==> config.mk <==
export PLATFORM = sky130hd
export DESIGN_NAME = sst_seq
export DESIGN_NICKNAME = d
export VERILOG_FILES = /design/src/rtl/core/sst_pkg.sv /design/src/rtl/core/sst_seq.sv
export VERILOG_INCLUDE_DIRS = /design/src /design/src/rtl/core
export SDC_FILE = /design/constraint.sdc
export NUM_CORES = 1
export LEC_CHECK = 0
export BUFFER_PORTS_ARGS = -buffer_cell sky130_fd_sc_hd__buf_2
export CAP_MARGIN = 30
export CORE_AREA = 2 2 118 120
export CTS_BUF_LIST = sky130_fd_sc_hd__clkbuf_16
export DETAILED_ROUTE_END_ITERATION = 10
export DIE_AREA = 0 0 120 122
export HOLD_SLACK_MARGIN = 0.12
export PLACE_DENSITY = 0.88
export SLEW_MARGIN = 20
export SYNTH_ARGS = -nofsm -noshare
export SYNTH_HDL_FRONTEND = slang
export SYNTH_SLANG_ARGS = --single-unit
==> constraint.sdc <==
create_clock -name clk -period 4.2 [get_ports clk]
set_clock_uncertainty 0.2 [all_clocks]
set_input_delay 0.21 -clock clk [delete_from_list [all_inputs] [get_ports clk]]
set_output_delay 0.21 -clock clk [all_outputs]
set_load 0.03 [all_outputs]
==> src/rtl/core/assert_macros.svh <==
// assertion helpers shared by the rtl, clk and rst come from the using module
`ifndef ASSERT_MACROS_SVH
`define ASSERT_MACROS_SVH

// same-cycle implication
`define SST_ASSERT_IMP(label, ante, cons) \
  label: assert property (@(posedge clk) disable iff (rst) (ante) |-> (cons)) \
    else $error("sst assertion failed");

// next-cycle implication
`define SST_ASSERT_NXT(label, ante, cons) \
  label: assert property (@(posedge clk) disable iff (rst) (ante) |=> (cons)) \
    else $error("sst assertion failed");

`endif

==> src/rtl/core/sst_pkg.sv <==
package sst_pkg;

  localparam int MAX_MIPS_DEF   = 16;
  localparam int MAX_LAYERS_DEF = 64;

  localparam int REQ_W   = 2;
  localparam int MIP_W   = 4;
  localparam int MCNT_W  = 5;
  localparam int LAYER_W = 6;
  localparam int LCNT_W  = 7;
  localparam int CODE_W  = 8;
  localparam int CFG_W   = 7;
  localparam int TOTAL_W = MCNT_W + LCNT_W;

  localparam logic [REQ_W-1:0] REQ_SET_WHOLE = 2'd0;
  localparam logic [REQ_W-1:0] REQ_SET_RANGE = 2'd1;

  localparam logic CFG_MIP_LEVELS   = 1'b0;
  localparam logic CFG_ARRAY_LAYERS = 1'b1;

  typedef enum logic [2:0] {
    ST_IDLE,
    ST_EXPAND,
    ST_FILL,
    ST_SCAN,
    ST_SCAN_TAIL,
    ST_READ
  } state_t;

  // effective image geometry after clamping
  typedef struct packed {
    logic [MCNT_W-1:0]  mips;
    logic [LCNT_W-1:0]  layers;
    logic [TOTAL_W-1:0] total;
  } geom_t;

endpackage

==> src/rtl/core/sst_seq.sv <==
`include "assert_macros.svh"

module sst_seq #(
  parameter int ADDR_W = 10
) (
  input  logic                        clk,
  input  logic                        rst,
  input  logic                        start,
  input  logic [sst_pkg::REQ_W-1:0]   req_type,
  input  logic [sst_pkg::MIP_W-1:0]   base_mip,
  input  logic [sst_pkg::MCNT_W-1:0]  mip_count,
  input  logic [sst_pkg::LAYER_W-1:0] base_layer,
  input  logic [sst_pkg::LCNT_W-1:0]  layer_count,
  input  logic [sst_pkg::CODE_W-1:0]  new_code,
  input  logic                        cfg_we,
  input  sst_pkg::geom_t              geom,
  output logic                        wr_en,
  output logic [ADDR_W-1:0]           wr_addr,
  output logic [sst_pkg::CODE_W-1:0]  wr_data,
  output logic                        rd_en,
  output logic [ADDR_W-1:0]           rd_addr,
  input  logic [sst_pkg::CODE_W-1:0]  rd_data,
  output logic                        busy,
  output logic                        done,
  output logic [sst_pkg::CODE_W-1:0]  code_out,
  output logic                        split_mode,
  output logic                        range_error
);

  localparam int TOTAL_W = sst_pkg::TOTAL_W;

  sst_pkg::state_t state, state_next;

  logic                         per_cell, per_cell_next;
  logic [sst_pkg::CODE_W-1:0]   whole_code, whole_code_next;
  logic [sst_pkg::CODE_W-1:0]   cell0;
  logic [sst_pkg::CODE_W-1:0]   code_q, code_q_next;
  logic [sst_pkg::LCNT_W-1:0]   lc_q, lc_q_next;
  logic [sst_pkg::LCNT_W-1:0]   l_idx, l_idx_next;
  logic [sst_pkg::MCNT_W-1:0]   rows_left, rows_left_next;
  logic [sst_pkg::TOTAL_W-1:0]  row_start, row_start_next;
  logic [sst_pkg::TOTAL_W-1:0]  wr_ptr, wr_ptr_next;
  logic [sst_pkg::TOTAL_W-1:0]  idx, idx_next;
  logic                         differ, differ_next;
  logic                         rd_pend;
  logic                         done_next;
  logic [sst_pkg::CODE_W-1:0]   code_out_next;
  logic                         split_next;
  logic                         err_next;

  logic                         range_bad;
  logic                         read_bad;
  logic                         mismatch;
  logic                         read_req;
  logic [sst_pkg::TOTAL_W-1:0]  base_addr;
  logic [sst_pkg::TOTAL_W-1:0]  next_row;

  assign busy = (state != sst_pkg::ST_IDLE);

  assign range_bad = (mip_count == '0) || (layer_count == '0) ||
                     ((6'(base_mip) + 6'(mip_count)) > 6'(geom.mips)) ||
                     ((8'(base_layer) + 8'(layer_count)) > 8'(geom.layers));
  assign read_bad  = (5'(base_mip) >= geom.mips) || (7'(base_layer) >= geom.layers);
  assign base_addr = TOTAL_W'(base_mip) * TOTAL_W'(geom.layers) + TOTAL_W'(base_layer);
  assign next_row  = row_start + sst_pkg::TOTAL_W'(geom.layers);
  assign read_req  = (req_type != sst_pkg::REQ_SET_WHOLE) && (req_type != sst_pkg::REQ_SET_RANGE);
  assign mismatch  = rd_pend && (rd_data != cell0);

  // memory port control
  always_comb begin
    wr_en   = (state == sst_pkg::ST_EXPAND) || (state == sst_pkg::ST_FILL);
    wr_addr = (state == sst_pkg::ST_EXPAND) ? ADDR_W'(idx) : ADDR_W'(wr_ptr);
    wr_data = (state == sst_pkg::ST_EXPAND) ? whole_code : code_q;
    rd_en   = (state == sst_pkg::ST_SCAN) ||
              ((state == sst_pkg::ST_IDLE) && start && read_req && !read_bad && per_cell);
    rd_addr = (state == sst_pkg::ST_SCAN) ? ADDR_W'(idx) : ADDR_W'(base_addr);
  end

  always_ff @(posedge clk) begin
    if (rst) begin
      state <= sst_pkg::ST_IDLE;
    end else begin
      state <= state_next;
    end
  end

  always_comb begin
    state_next      = state;
    per_cell_next   = per_cell;
    whole_code_next = whole_code;
    code_q_next     = code_q;
    lc_q_next       = lc_q;
    l_idx_next      = l_idx;
    rows_left_next  = rows_left;
    row_start_next  = row_start;
    wr_ptr_next     = wr_ptr;
    idx_next        = idx;
    differ_next     = differ || mismatch;
    done_next       = 1'b0;
    code_out_next   = code_out;
    split_next      = split_mode;
    err_next        = range_error;

    // a geometry change drops back to compact mode with the code of cell 0
    if (cfg_we && per_cell) begin
      whole_code_next = cell0;
      per_cell_next   = 1'b0;
    end

    unique case (state)
      sst_pkg::ST_IDLE: begin
        if (start) begin
          code_q_next    = new_code;
          lc_q_next      = layer_count;
          rows_left_next = mip_count;
          row_start_next = base_addr;
          wr_ptr_next    = base_addr;
          l_idx_next     = '0;
          idx_next       = '0;
          differ_next    = 1'b0;
          case (req_type)
            sst_pkg::REQ_SET_WHOLE: begin
              whole_code_next = new_code;
              per_cell_next   = 1'b0;
              done_next       = 1'b1;
              code_out_next   = new_code;
              split_next      = 1'b0;
              err_next        = 1'b0;
            end
            sst_pkg::REQ_SET_RANGE: begin
              if (range_bad) begin
                done_next     = 1'b1;
                code_out_next = '0;
                split_next    = per_cell;
                err_next      = 1'b1;
              end else if (!per_cell && (geom.total == TOTAL_W'(1))) begin
                whole_code_next = new_code;
                done_next       = 1'b1;
                code_out_next   = new_code;
                split_next      = 1'b0;
                err_next        = 1'b0;
              end else if (!per_cell) begin
                state_next = sst_pkg::ST_EXPAND;
              end else begin
                state_next = sst_pkg::ST_FILL;
              end
            end
            default: begin
              if (read_bad) begin
                done_next     = 1'b1;
                code_out_next = '0;
                split_next    = per_cell;
                err_next      = 1'b1;
              end else if (!per_cell) begin
                done_next     = 1'b1;
                code_out_next = whole_code;
                split_next    = 1'b0;
                err_next      = 1'b0;
              end else begin
                state_next = sst_pkg::ST_READ;
              end
            end
          endcase
        end
      end
      sst_pkg::ST_EXPAND: begin
        idx_next = idx + TOTAL_W'(1);
        if (idx >= geom.total - TOTAL_W'(1)) begin
          per_cell_next = 1'b1;
          state_next    = sst_pkg::ST_FILL;
        end
      end
      sst_pkg::ST_FILL: begin
        if (l_idx == lc_q - sst_pkg::LCNT_W'(1)) begin
          l_idx_next     = '0;
          row_start_next = next_row;
          wr_ptr_next    = next_row;
          rows_left_next = rows_left - sst_pkg::MCNT_W'(1);
          if (rows_left == sst_pkg::MCNT_W'(1)) begin
            idx_next   = TOTAL_W'(1);
            state_next = sst_pkg::ST_SCAN;
          end
        end else begin
          l_idx_next  = l_idx + sst_pkg::LCNT_W'(1);
          wr_ptr_next = wr_ptr + TOTAL_W'(1);
        end
      end
      sst_pkg::ST_SCAN: begin
        idx_next = idx + TOTAL_W'(1);
        if (idx >= geom.total - TOTAL_W'(1)) begin
          state_next = sst_pkg::ST_SCAN_TAIL;
        end
      end
      sst_pkg::ST_SCAN_TAIL: begin
        // base cell lies inside the rectangle, so it always reads back the new code
        state_next    = sst_pkg::ST_IDLE;
        done_next     = 1'b1;
        code_out_next = code_q;
        err_next      = 1'b0;
        if (differ || mismatch) begin
          split_next = 1'b1;
        end else begin
          whole_code_next = cell0;
          per_cell_next   = 1'b0;
          split_next      = 1'b0;
        end
      end
      sst_pkg::ST_READ: begin
        state_next    = sst_pkg::ST_IDLE;
        done_next     = 1'b1;
        code_out_next = rd_data;
        split_next    = 1'b1;
        err_next      = 1'b0;
      end
      default: begin
        state_next = sst_pkg::ST_IDLE;
      end
    endcase
  end

  always_ff @(posedge clk) begin
    if (rst) begin
      per_cell    <= 1'b0;
      whole_code  <= '0;
      done        <= 1'b0;
      rd_pend     <= 1'b0;
      differ      <= 1'b0;
      split_mode  <= 1'b0;
      range_error <= 1'b0;
    end else begin
      per_cell    <= per_cell_next;
      whole_code  <= whole_code_next;
      done        <= done_next;
      rd_pend     <= (state == sst_pkg::ST_SCAN);
      differ      <= differ_next;
      split_mode  <= split_next;
      range_error <= err_next;
    end
  end

  always_ff @(posedge clk) begin
    code_q    <= code_q_next;
    lc_q      <= lc_q_next;
    l_idx     <= l_idx_next;
    rows_left <= rows_left_next;
    row_start <= row_start_next;
    wr_ptr    <= wr_ptr_next;
    idx       <= idx_next;
    code_out  <= code_out_next;
    // shadow of cell 0 so a config write can collapse without a memory read
    if (wr_en && (wr_addr == '0)) begin
      cell0 <= wr_data;
    end
  end

  `SST_ASSERT_IMP(a_no_port_overlap, wr_en, !rd_en)
  `SST_ASSERT_IMP(a_done_mode_match, done, split_mode == per_cell)
  `SST_ASSERT_NXT(a_accept_progress, start && !busy, busy || done)
  `SST_ASSERT_NXT(a_read_one_wait, state == sst_pkg::ST_READ, done && !busy)
  `SST_ASSERT_IMP(a_error_zero_code, done && range_error, code_out == '0)

endmodule

Yosys cells after proc, flatten, opt, wreduce, memory -nomap -nowiden
Cells that the tools add are included.

Muxes and demuxes: 72. Reduce and logical (&&, ||, !) cells: 38. Equal/unequal tests: 23. Order comparisons: 5. Multipliers: 1. Add/subtract/negate cells: 10.

Operators with widths (number): $mux W8 (11); $mux W12 (6); $pmux W12 S2 (2); $pmux W8 S2 (3); $pmux W12 S3 (1); $mux W3 (9); $add A12 B1 Y12 const B (2); $pmux W8 S3 (1); $mux W1 (21); $mux W10 (2); $mux W7 (2); $pmux W7 S2 (1); $add A11 B6 Y12 (1); $add A12 B7 Y12 (1); $eq A12 B1 Y1 const B (1); $ge A12 B12 Y1 (1); $pmux W3 S4 (1); $reduce_and A4 Y1 (3); $sub A12 B1 Y12 const B (1); $mul A4 B7 Y11 (1); $logic_not A10 Y1 (1); $mux W5 (2); $pmux W1 S2 (5); $pmux W5 S2 (1); 38 further kinds (69).

Word-level logic and storage cells: 166. Bits of input ports: 68. Register bits: 96. Output and inout port bits: 42.

Logic depth before layout (Yosys ltp)
Gate-level depths: netlist (run 1).

Depth in word-level cells: 8. Mapped depth: 16. Mapped depth without buffers: 15.

Least setup slack after synthesis (run 1)
Ideal clock, no wire load.

Path kind: input-to-output. From: input geom[12] (netlist name). To: output rd_addr[9]. Path slack: 0.368 ns. Stages on the path: 12. Path buffers: 0. Data required time: 3.790 ns. Arrival time: 3.422 ns. Cells stage by stage: nand2_1 fa_1 fa_1 fa_1 inv_1 ha_1 a21o_1 a211oi_1 nor2_1 o41ai_1 xnor2_1 mux2_2.

Longest elaborated chain between the ends: 3.

RTL lines: start, declared (line sst_seq.sv:16) `input sst_pkg::geom_t geom,`; $mul A4 B7 Y11 (line sst_seq.sv:64) `assign base_addr = TOTAL_W'(base_mip) * TOTAL_W'(geom.layers) + TOTAL_W'(base_layer);`; $add A11 B6 Y12 (line sst_seq.sv:64); $mux W10 (line sst_seq.sv:76) `rd_addr = (state == sst_pkg::ST_SCAN) ? ADDR_W'(idx) : ADDR_W'(base_addr);`; end, declared (line sst_seq.sv:21) `output logic [ADDR_W-1:0] rd_addr,`.

No other way between the ends.

Worst setup path in the final report (run 1)
From: input base_mip[1] (netlist name). To: output rd_addr[8].

Longest elaborated chain between the ends: 3.

RTL lines: start, declared (line sst_seq.sv:10) `input logic [sst_pkg::MIP_W-1:0] base_mip,`; $mul A4 B7 Y11 (line sst_seq.sv:64); $add A11 B6 Y12 (line sst_seq.sv:64); $mux W10 (line sst_seq.sv:76).

No other way between the ends.

==> flow_summary.json, run 1 <==
{
  "ys_seq_elements": 92,
  "root_buffer": "clkbuf_16",
  "place_inst": 1103,
  "core_area_um2": 13500,
  "clk_latency_ns": 0.35,
  "dp_hpwl_um": 15300,
  "fill_cells": 943,
  "clockBufferDepth": 2,
  "cts_sinks": 92,
  "critPathCaptureType": "primary output",
  "layout_commonest_cell": "buf_2",
  "grt-ovfl-total": 0,
  "drtIter0Drc": 687,
  "layout-drive-gt1-share": 0.208,
  "fin_setup_tns_ns": 0,
  "power_density_nw_per_um2": 541,
  "rr_worst_depth": 9,
  "rows": 43,
  "initial_core_util": 0.577,
  "synth-seq-area-share": 0.333,
  "r2r_slack_ns": 0.46,
  "io_pins": 110,
  "critPathBufInv": 5,
  "cp.arrival_ns": 3.78,
  "drc": 0,
  "worstPathRequired_ns": 3.79,
  "final_cell_count_no_fill": 1155,
  "syn_area_per_cell_um2": 9.58,
  "synth-edff-count": 75,
  "grt_max_degree": 24,
  "worstPathCellList": "buf_2, nand2_1, fa_1, fa_1, fa_1, inv_1, ha_1, buf_4, a21oi_1, o21ai_1, o21ai_0, a21oi_1, xnor2_1, buf_4, a21oi_1, buf_4",
  "fmax_mhz": 239,
  "maxSlewHeadroom": 0.381,
  "fp.dieH_um": 122,
  "dr.pass1.iters": 5,
  "drv_slew": 0,
  "cts_max_level": 3,
  "placed_cell_area_um2": 8630,
  "hold_ws_ns": 0.176,
  "detail-route-antenna-nets": 0,
  "track_usage": 0.285,
  "holdCritPathClass": "in -> reg",
  "vias_per_cell": 6.12,
  "regToRegEndpoint": "per_cell$_SDFF_PP0_",
  "nNetsFinal": 1132,
  "power_mw": 5.04,
  "ir_worst_vdd_mv": 0.277,
  "status": "finished clean",
  "ys_top_cells_by_area": "edfxtp_1 (29%), ha_1 (13%), mux2_2 (5.1%), xnor2_1 (4.8%), dfxtp_1 (4.4%)",
  "fin_crit_sh": 0.997,
  "synth_top_cell_by_area": "edfxtp_1",
  "layout_common_cells": "buf_2 (107), ha_1 (77), edfxtp_1 (75)",
  "io_buffers": 109,
  "yosys_warnings": 0,
  "grt_pass1_vias": 6778,
  "clkSlewWorstSetupHoldPaths_ns": 0.07,
  "mappedNetlistNets": 976,
  "cp_slowest_cell": "fa_1",
  "crit_type": "in -> out",
  "setup_violations": 0,
  "holdPathStages": 4,
  "place_congestion": 0.969,
  "final_area_um2": 9320,
  "vias": 7073,
  "fin_crit_ns": 4.19,
  "p_leak_nw": 4.02,
  "worst_slew_pin_slew_ns": 0.927,
  "grt_antenna_before_repair": 0,
  "async_reset_ff_frac": 0,
  "whs_endpoint": "state[1]$_SDFFE_PP0P_",
  "r2r_start": "cell0[7]$_DFFE_PP_",
  "syn_area_um2": 7790,
  "dieWidth_um": 120,
  "area_growth_pct": 19.7,
  "min_from": "start",
  "cts_buffers": 9,
  "cp_max_fo": 4,
  "cts_tree": "yes",
  "cp_top_family": "adder cells",
  "routed_wl_um": 21200,
  "syn_inst": 813,
  "crit_path_max_incr_delay_ns": 0.58,
  "wire_per_inst_um": 18.3,
  "cap_violations": 0,
  "yosys_most_used_dff": "edfxtp_1",
  "dieArea_um2": 14600,
  "ys_types": 71,
  "startpoint_type": "input pin",
  "finalHoldViolations": 0,
  "grt_pass1_wl_um": 33100,
  "synth_top_area_share": 0.289
}
==> registers in the layout (all words and copies together), names as in the netlist <==
| signal | flops |
|---|---|
| idx | 12 |
| row_start | 10 |
| wr_ptr | 10 |
| cell0 | 8 |
| code_out | 8 |
| code_q | 8 |
| whole_code | 8 |
| l_idx | 7 |
| lc_q | 7 |
| rows_left | 5 |
| state | 3 |
| differ | 1 |
| done | 1 |
| per_cell | 1 |
| range_error | 1 |
| rd_pend | 1 |
| split_mode | 1 |
==> area by class of cell <==
type | count | area (µm²) | area share
Timing Repair Buffer | 164 | 1050 | 0.112
Clock buffer | 9 | 225 | 0.0242
Sequential cell | 92 | 2590 | 0.278
Clock inverter | 7 | 48.8 | 0.00523
Antenna cell | 1 | 2.50 | 0.000268
Tap cell | 180 | 225 | 0.0242
Multi-Input combinational cell | 643 | 4960 | 0.532
Inverter | 59 | 221 | 0.0238
==> through the flow <==
| step | utilization | setup WS (ns) |
|---|---|---|
| 5_1_grt | 0.690 | -0.0491 |
| 3_3_place_gp | 0.639 | 0.00976 |
| 4_1_cts | 0.683 | 0.0502 |
| 3_5_place_dp | 0.639 | -0.0203 |
| 6_report | 0.690 | 0.0142 |
| 2_1_floorplan | - | 0.368 |
==> synth_stat cells, types with 17 or more instances <==
cell and n:
xor2_1 28, inv_1 59, fa_1 17, nand3_1 21, nand2_1 72, ha_1 78
mux2i_1 17, a21oi_1 54, nor2_1 71, edfxtp_1 75, mux2_2 35, xnor2_1 43
dfxtp_1 17, o21ai_0 28
==> metal layers <==
metal  vias up  share of wire  global-route usage
met2       401           0.48               0.472
met3        56          0.083              0.0459
li1       3288              -                   -
met5         -              0                   0
met4         0          0.029               0.110
met1      3328           0.41               0.378
==> power breakdown <==
group	leakage (nW)	internal [mW]	switching, mW
sequential	0.876	1.36	0.262
clock	0.128	0.402	0.357
combinational	3.02	1.05	1.62
total	4.02	2.80	2.24
==> worst max-delay path by stage <==
stage                  to  slack [ns]   startpoint  cells after the start
6_report       rd_addr[8]        0.01  base_mip[1]                     16
3_3_place_gp   rd_addr[9]        0.01     geom[12]                     14
4_1_cts        rd_addr[9]        0.05     geom[12]                     14
5_1_grt        rd_addr[8]       -0.05  base_mip[1]                     16
3_5_place_dp   rd_addr[9]       -0.02     geom[12]                     14
2_1_floorplan  rd_addr[9]        0.37     geom[12]                     12
==> cells by family (layout without fill, tap and decap cells) <==
family                   Yosys count  after routing  synth area share
AO/OA/AOI/OAI                    164            165             0.139
buffers and inverters             79            239            0.0406
XOR/XNOR                          72             72            0.0827
flip-flops                        92             92             0.333
other                              0              1                 0
multiplexers                      52             52            0.0724
AND/OR/NAND/NOR                  259            259             0.164
adder cells (fa/ha/maj)           95             95             0.169
==> worst register-to-register path, cell delays in order, from the launching register on <==
cell and delay [ns]:
edfxtp_1 0.44, xor2_1 0.21, nor4_1 0.59, nand2_1 0.10
a21oi_1 0.55, a21oi_1 0.15, o21ai_0 0.15, dlygate4sd3_1 0.59
o41ai_1 0.09, dlygate4sd3_1 0.57
==> repair_timing <==
action | in CTS | in global routing
pin swaps | 0 | 8
cloned | 0 | 1
endpoints found under the setup margin | 1 | 29
buffers inserted | 0 | 2
hold buffers | 32 | 0
resized for setup | 1 | 15
endpoints found under the hold margin | 42 | 0
Power figures use the tool's default switching activity.
==> inputs of run 2 (changes only) <==
--- a/config.mk
+++ b/config.mk
@@ -7,13 +7,13 @@
 export NUM_CORES = 1
 export LEC_CHECK = 0
 export BUFFER_PORTS_ARGS = -buffer_cell sky130_fd_sc_hd__buf_2
-export CAP_MARGIN = 30
 export CORE_AREA = 2 2 118 120
 export CTS_BUF_LIST = sky130_fd_sc_hd__clkbuf_16
 export DETAILED_ROUTE_END_ITERATION = 10
 export DIE_AREA = 0 0 120 122
 export HOLD_SLACK_MARGIN = 0.12
 export PLACE_DENSITY = 0.88
+export RECOVER_POWER = 25
 export SLEW_MARGIN = 20
 export SYNTH_ARGS = -nofsm -noshare
 export SYNTH_HDL_FRONTEND = slang
==> run 2 against run 1 <==
  * The flow now finishes with violations (setup timing)
  * Sequential share of layout area rose by 0.12 points
  * Utilization fell by 0.30 points
  * Critical endpoint unchanged
  * Die area did not move
  * Critical path depth did not move
  * Global-route usage did not move
  * Flip-flop and latch count did not move
  * Final cell count did not move
  * Non-clock buffer count did not move
==> flow_summary.json, run 2 (same netlist as run 1, synthesis figures left out) <==
{
  "grt-ovfl-total": 0,
  "finalHoldViolations": 0,
  "p_leak_nw": 3.94,
  "detail-route-antenna-nets": 0,
  "drv_slew": 0,
  "cp_slowest_cell": "fa_1",
  "area_growth_pct": 19.2,
  "place_inst": 1103,
  "r2r_slack_ns": 0.43,
  "crit_type": "in -> out",
  "rr_worst_depth": 9,
  "cts_max_level": 3,
  "dp_hpwl_um": 15300,
  "rows": 43,
  "layout_commonest_cell": "buf_2",
  "drtIter0Drc": 689,
  "hold_ws_ns": 0.176,
  "cp_max_fo": 4,
  "ir_worst_vdd_mv": 0.277,
  "placed_cell_area_um2": 8630,
  "reg_top3": "idx: 12 flops, row_start: 10 flops, wr_ptr: 10 flops",
  "regToRegEndpoint": "per_cell$_SDFF_PP0_",
  "worstPathCellList": "buf_2, nand2_1, fa_1, fa_1, fa_1, inv_1, ha_1, buf_4, a21oi_1, o21ai_1, o21ai_0, a21oi_1, xnor2_1, buf_4, a21oi_1, buf_4",
  "clockBufferDepth": 2,
  "fin_crit_ns": 4.21,
  "power_density_nw_per_um2": 542,
  "core_area_um2": 13500,
  "dr.pass1.iters": 5,
  "maxSlewHeadroom": 0.343,
  "dieArea_um2": 14600,
  "min_from": "start",
  "layout_common_cells": "buf_2 (81), ha_1 (77), edfxtp_1 (75)",
  "grt_max_degree": 24,
  "critPathCaptureType": "primary output",
  "fp.dieH_um": 122,
  "cts_tree": "yes",
  "root_buffer": "clkbuf_16",
  "cp.depth": 16,
  "cp.arrival_ns": 3.80,
  "fmax_mhz": 238,
  "drc": 0,
  "wire_per_inst_um": 18.4,
  "dieWidth_um": 120,
  "r2r_start": "cell0[7]$_DFFE_PP_",
  "startpoint_type": "input pin",
  "worstSetupEndpoint": "rd_addr[8]",
  "status": "finished with violations",
  "layout-drive-gt1-share": 0.179,
  "fin_ws_ns": -0.00922,
  "vias_per_cell": 6.09,
  "crit_start": "base_mip[1]",
  "worstPathRequired_ns": 3.79,
  "clkSlewWorstSetupHoldPaths_ns": 0.07,
  "setup_violations": 1,
  "track_usage": 0.285,
  "fin_crit_sh": 1.00,
  "grt_pass1_wl_um": 33100,
  "routed_wl_um": 21300,
  "final_cell_count_no_fill": 1155,
  "grt_antenna_before_repair": 0,
  "clk_latency_ns": 0.35,
  "nNetsFinal": 1132,
  "crit_path_max_incr_delay_ns": 0.57,
  "regMostFlops": "idx",
  "grt_pass1_vias": 6778,
  "cts_buffers": 9,
  "fill_cells": 961,
  "largest_reg_flops": 12,
  "io_pins": 110,
  "critPathBufInv": 5,
  "io_buffers": 109,
  "place_congestion": 0.969,
  "final_area_um2": 9280,
  "cap_violations": 0,
  "utilization": 0.687,
  "violations": "setup timing",
  "holdCritPathClass": "in -> reg",
  "initial_core_util": 0.577,
  "cp_top_family": "adder cells",
  "vias": 7037,
  "worst_slew_pin_slew_ns": 0.985,
  "cts_sinks": 92
}
run 2: cell types whose count changed in the layout (fill, tap and decap cells not counted):
cell / change
buf_2: -26
clkbuf_1: +28
or2_0: +1
or2_2: -1
buf_4: -2
run 2: worst reg2reg max path, cell delays in order (launching register included):
cell	delay [ns]
edfxtp_1	0.46
xor2_1	0.22
nor4_1	0.59
nand2_1	0.10
a21oi_1	0.55
a21oi_1	0.14
o21ai_0	0.15
dlygate4sd3_1	0.59
o41ai_1	0.08
dlygate4sd3_1	0.57
run 2: worst min-delay path by stage:
stage | to | slack (ns) | cells past startpoint
after floorplan | code_q[0]$_DFFE_PP_ | 0.11 | 0
after global placement | lc_q[3]$_DFFE_PP_ | 0.22 | 1
after detailed placement | lc_q[3]$_DFFE_PP_ | 0.22 | 1
after CTS | row_start[9]$_DFFE_PP_ | 0.17 | 3
after global routing | state[1]$_SDFFE_PP0P_ | 0.20 | 4
final | state[1]$_SDFFE_PP0P_ | 0.18 | 4
run 2: where the power goes:
part	total [mW]	leakage, nW	switching, mW	internal, mW
Combinational	2.65	2.93	1.62	1.03
Sequential	1.62	0.876	0.264	1.36
Clock	0.760	0.128	0.358	0.402
run 2: final cells by class:
type                    instances  area [µm²]  area share
flip-flops and latches         92        2590       0.279
multi-input cells             643        4960       0.534
well taps                     180         225      0.0243
clock inverters                 7        48.8     0.00526
inverters                      59         221      0.0239
repair buffers                164        1010       0.109
diodes                          1        2.50    0.000270
clock buffers                   9         225      0.0243
run 2: timing repair:
item / in CTS / in global routing
setup endpoints to repair: 1 / 29
gates cloned: 0 / 1
endpoints found under the hold margin: 42 / 0
pin swaps: 0 / 8
resized for setup: 1 / 15
hold buffers: 32 / 0
setup buffers: 0 / 2
run 2: per-stage QoR:
stage	power (mW)	worst slack [ns]	TNS, ns
finish	5.03	-0.00922	-0.00922
global route	5.30	-0.0491	-0.0727
CTS	4.91	0.0502	0
detailed placement	4.11	-0.0203	-0.0204
global placement	4.03	0.00976	0
floorplan	3.39	0.368	0
run 2: layer usage:
metal | GRT usage | vias to the layer above | share of wire
met2 | 0.472 | 379 | 0.48
met3 | 0.0459 | 59 | 0.083
met4 | 0.110 | 0 | 0.030
li1 | - | 3285 | -
met1 | 0.378 | 3314 | 0.41
met5 | 0 | - | 0
==> inputs of run 3 (changes only) <==
==> constraint.sdc (replaced) <==
create_clock -name clk -period 4 [get_ports clk]
set_clock_uncertainty 0.2 [all_clocks]
set_input_delay 0.2 -clock clk [delete_from_list [all_inputs] [get_ports clk]]
set_output_delay 0.2 -clock clk [all_outputs]
set_load 0.03 [all_outputs]
==> run 3 against run 2 <==
  * The flow now finishes without violations
  * Global-route usage increased by 0.30 points
  * Combinational power increased by 7.5%
  * Total power grew 7.6%
  * Setup slack improved by 0.065 ns
  * Clock power is 13% higher
  * Flip-flop and latch count unchanged
  * Utilization rose by 1.4 points
  * Register-to-register slack worse by 0.06 ns
  * Design area up 2.0%
  * Critical path depth did not move
  * Clock-buffer cell count is 1 higher
  * Sequential share of layout area is 0.55 points lower
  * Largest cell class unchanged
==> flow_summary.json, run 3 (same netlist as run 1, synthesis figures left out) <==
{
  "finalHoldViolations": 0,
  "power_density_nw_per_um2": 572,
  "setup_violations": 0,
  "clockBufferDepth": 2,
  "io_buffers": 109,
  "regMostFlops": "idx",
  "vias": 7092,
  "drv_slew": 0,
  "routed_wl_um": 20900,
  "rows": 43,
  "hold_ws_ns": 0.174,
  "grt_max_degree": 23,
  "fmax_mhz": 254,
  "utilization": 0.701,
  "track_usage": 0.288,
  "layout-drive-gt1-share": 0.202,
  "cts_sinks": 92,
  "area_growth_pct": 21.6,
  "io_pins": 110,
  "startpoint_type": "input pin",
  "dieArea_um2": 14600,
  "drc": 0,
  "layout_commonest_cell": "buf_2",
  "place_congestion": 0.941,
  "clk_latency_ns": 0.36,
  "fill_cells": 938,
  "wire_per_inst_um": 17.9,
  "root_buffer": "clkbuf_16",
  "diodes": 0,
  "grt_antenna_before_repair": 0,
  "layout_common_cells": "buf_2 (77), ha_1 (75), edfxtp_1 (75)",
  "ir_worst_vdd_mv": 0.300,
  "dp_hpwl_um": 15400,
  "cts_max_level": 3,
  "fp.dieH_um": 122,
  "dieWidth_um": 120,
  "fin_crit_ns": 3.94,
  "fin_crit_sh": 0.986,
  "grt_pass1_wl_um": 33400,
  "drtIter0Drc": 668,
  "status": "finished clean",
  "fin_setup_tns_ns": 0,
  "worstPathRequired_ns": 3.60,
  "power_mw": 5.42,
  "worst_slew_pin_slew_ns": 0.953,
  "core_area_um2": 13500,
  "cp_max_fo": 6,
  "maxSlewHeadroom": 0.364,
  "crit_type": "in -> out",
  "dr.pass1.iters": 5,
  "regArea_um2": 2590,
  "p_leak_nw": 4.03,
  "cts_tree": "yes",
  "cap_violations": 0,
  "vias_per_cell": 6.09,
  "nNetsFinal": 1143,
  "grt-ovfl-total": 0,
  "critPathCaptureType": "primary output",
  "rsz0062_at_grt": "true",
  "holdCritPathClass": "in -> reg",
  "detail-route-antenna-nets": 0,
  "initial_core_util": 0.577,
  "largest_reg_flops": 12,
  "cts_buffers": 9,
  "clkSlewWorstSetupHoldPaths_ns": 0.07,
  "multi_input_area_um2": 5000,
  "grt_pass1_vias": 6848,
  "cp.arrival_ns": 3.54,
  "reg_top3": "idx: 12 flops, row_start: 10 flops, wr_ptr: 10 flops"
}
==> run 3: final timing paths <==
check | startpoint | endpoint | slack (ns) | cells after the start
max | geom[12] | rd_addr[9] | 0.06 | 16
min | rd_data[5] | code_out[5]$_DFFE_PP_ | 0.17 | 3
max reg2reg | state[0]$_SDFFE_PP0P_ | cell0[5]$_DFFE_PP_ | 0.37 | 6
min reg2reg | range_error$_SDFFE_PP0P_ | range_error$_SDFFE_PP0P_ | 0.31 | 2
==> run 3: through the flow <==
stage / cell area (µm²) / cells / worst slack, ns
floorplan: 7790 / 813 / 0.188
global placement: 8750 / 1117 / -0.178
detailed placement: 8750 / 1117 / -0.254
CTS: 9400 / 1163 / 0.000873
global route: 9470 / 1165 / -0.0284
finish: 9470 / 1165 / 0.0559
==> run 3: per-layer routing <==
metal / part of all wire / global-route usage / vias to the layer above
li1: - / - / 3314
met1: 0.41 / 0.380 / 3317
met2: 0.48 / 0.480 / 408
met3: 0.083 / 0.0407 / 53
met4: 0.030 / 0.116 / 0
met5: 0 / 0 / -
==> run 3: what timing repair did <==
item	in CTS	in global routing
hold buffers	29	0
endpoints found under the setup margin	4	12
resized for setup	15	21
pin swaps	12	9
hold endpoints to repair	41	0
buffers inserted	1	2
==> run 3: cell type report <==
cell class                 count  share of cell area
multi-input combinational    642               0.528
tap                          180              0.0238
sequential                    92               0.274
timing repair buffer         176               0.119
clock inverter                 6             0.00476
inverter                      59              0.0234
clock buffer                  10              0.0264
==> run 3: where the power goes <==
group	internal (mW)	total [mW]	switching (mW)
clock network	0.465	0.860	0.395
logic	1.13	2.85	1.72
registers	1.42	1.70	0.277
total	3.02	5.42	2.39
==> run 3: worst max-delay path, cell delays in order <==
cell	delay, ns
buf_2	0.11
buf_4	0.15
and2_1	0.15
ha_1	0.28
ha_1	0.28
inv_1	0.05
fa_1	0.49
inv_1	0.06
fa_2	0.34
a21o_1	0.22
a211oi_2	0.23
nor2_2	0.07
o41ai_2	0.30
xnor2_2	0.18
mux2_4	0.29
buf_6	0.14
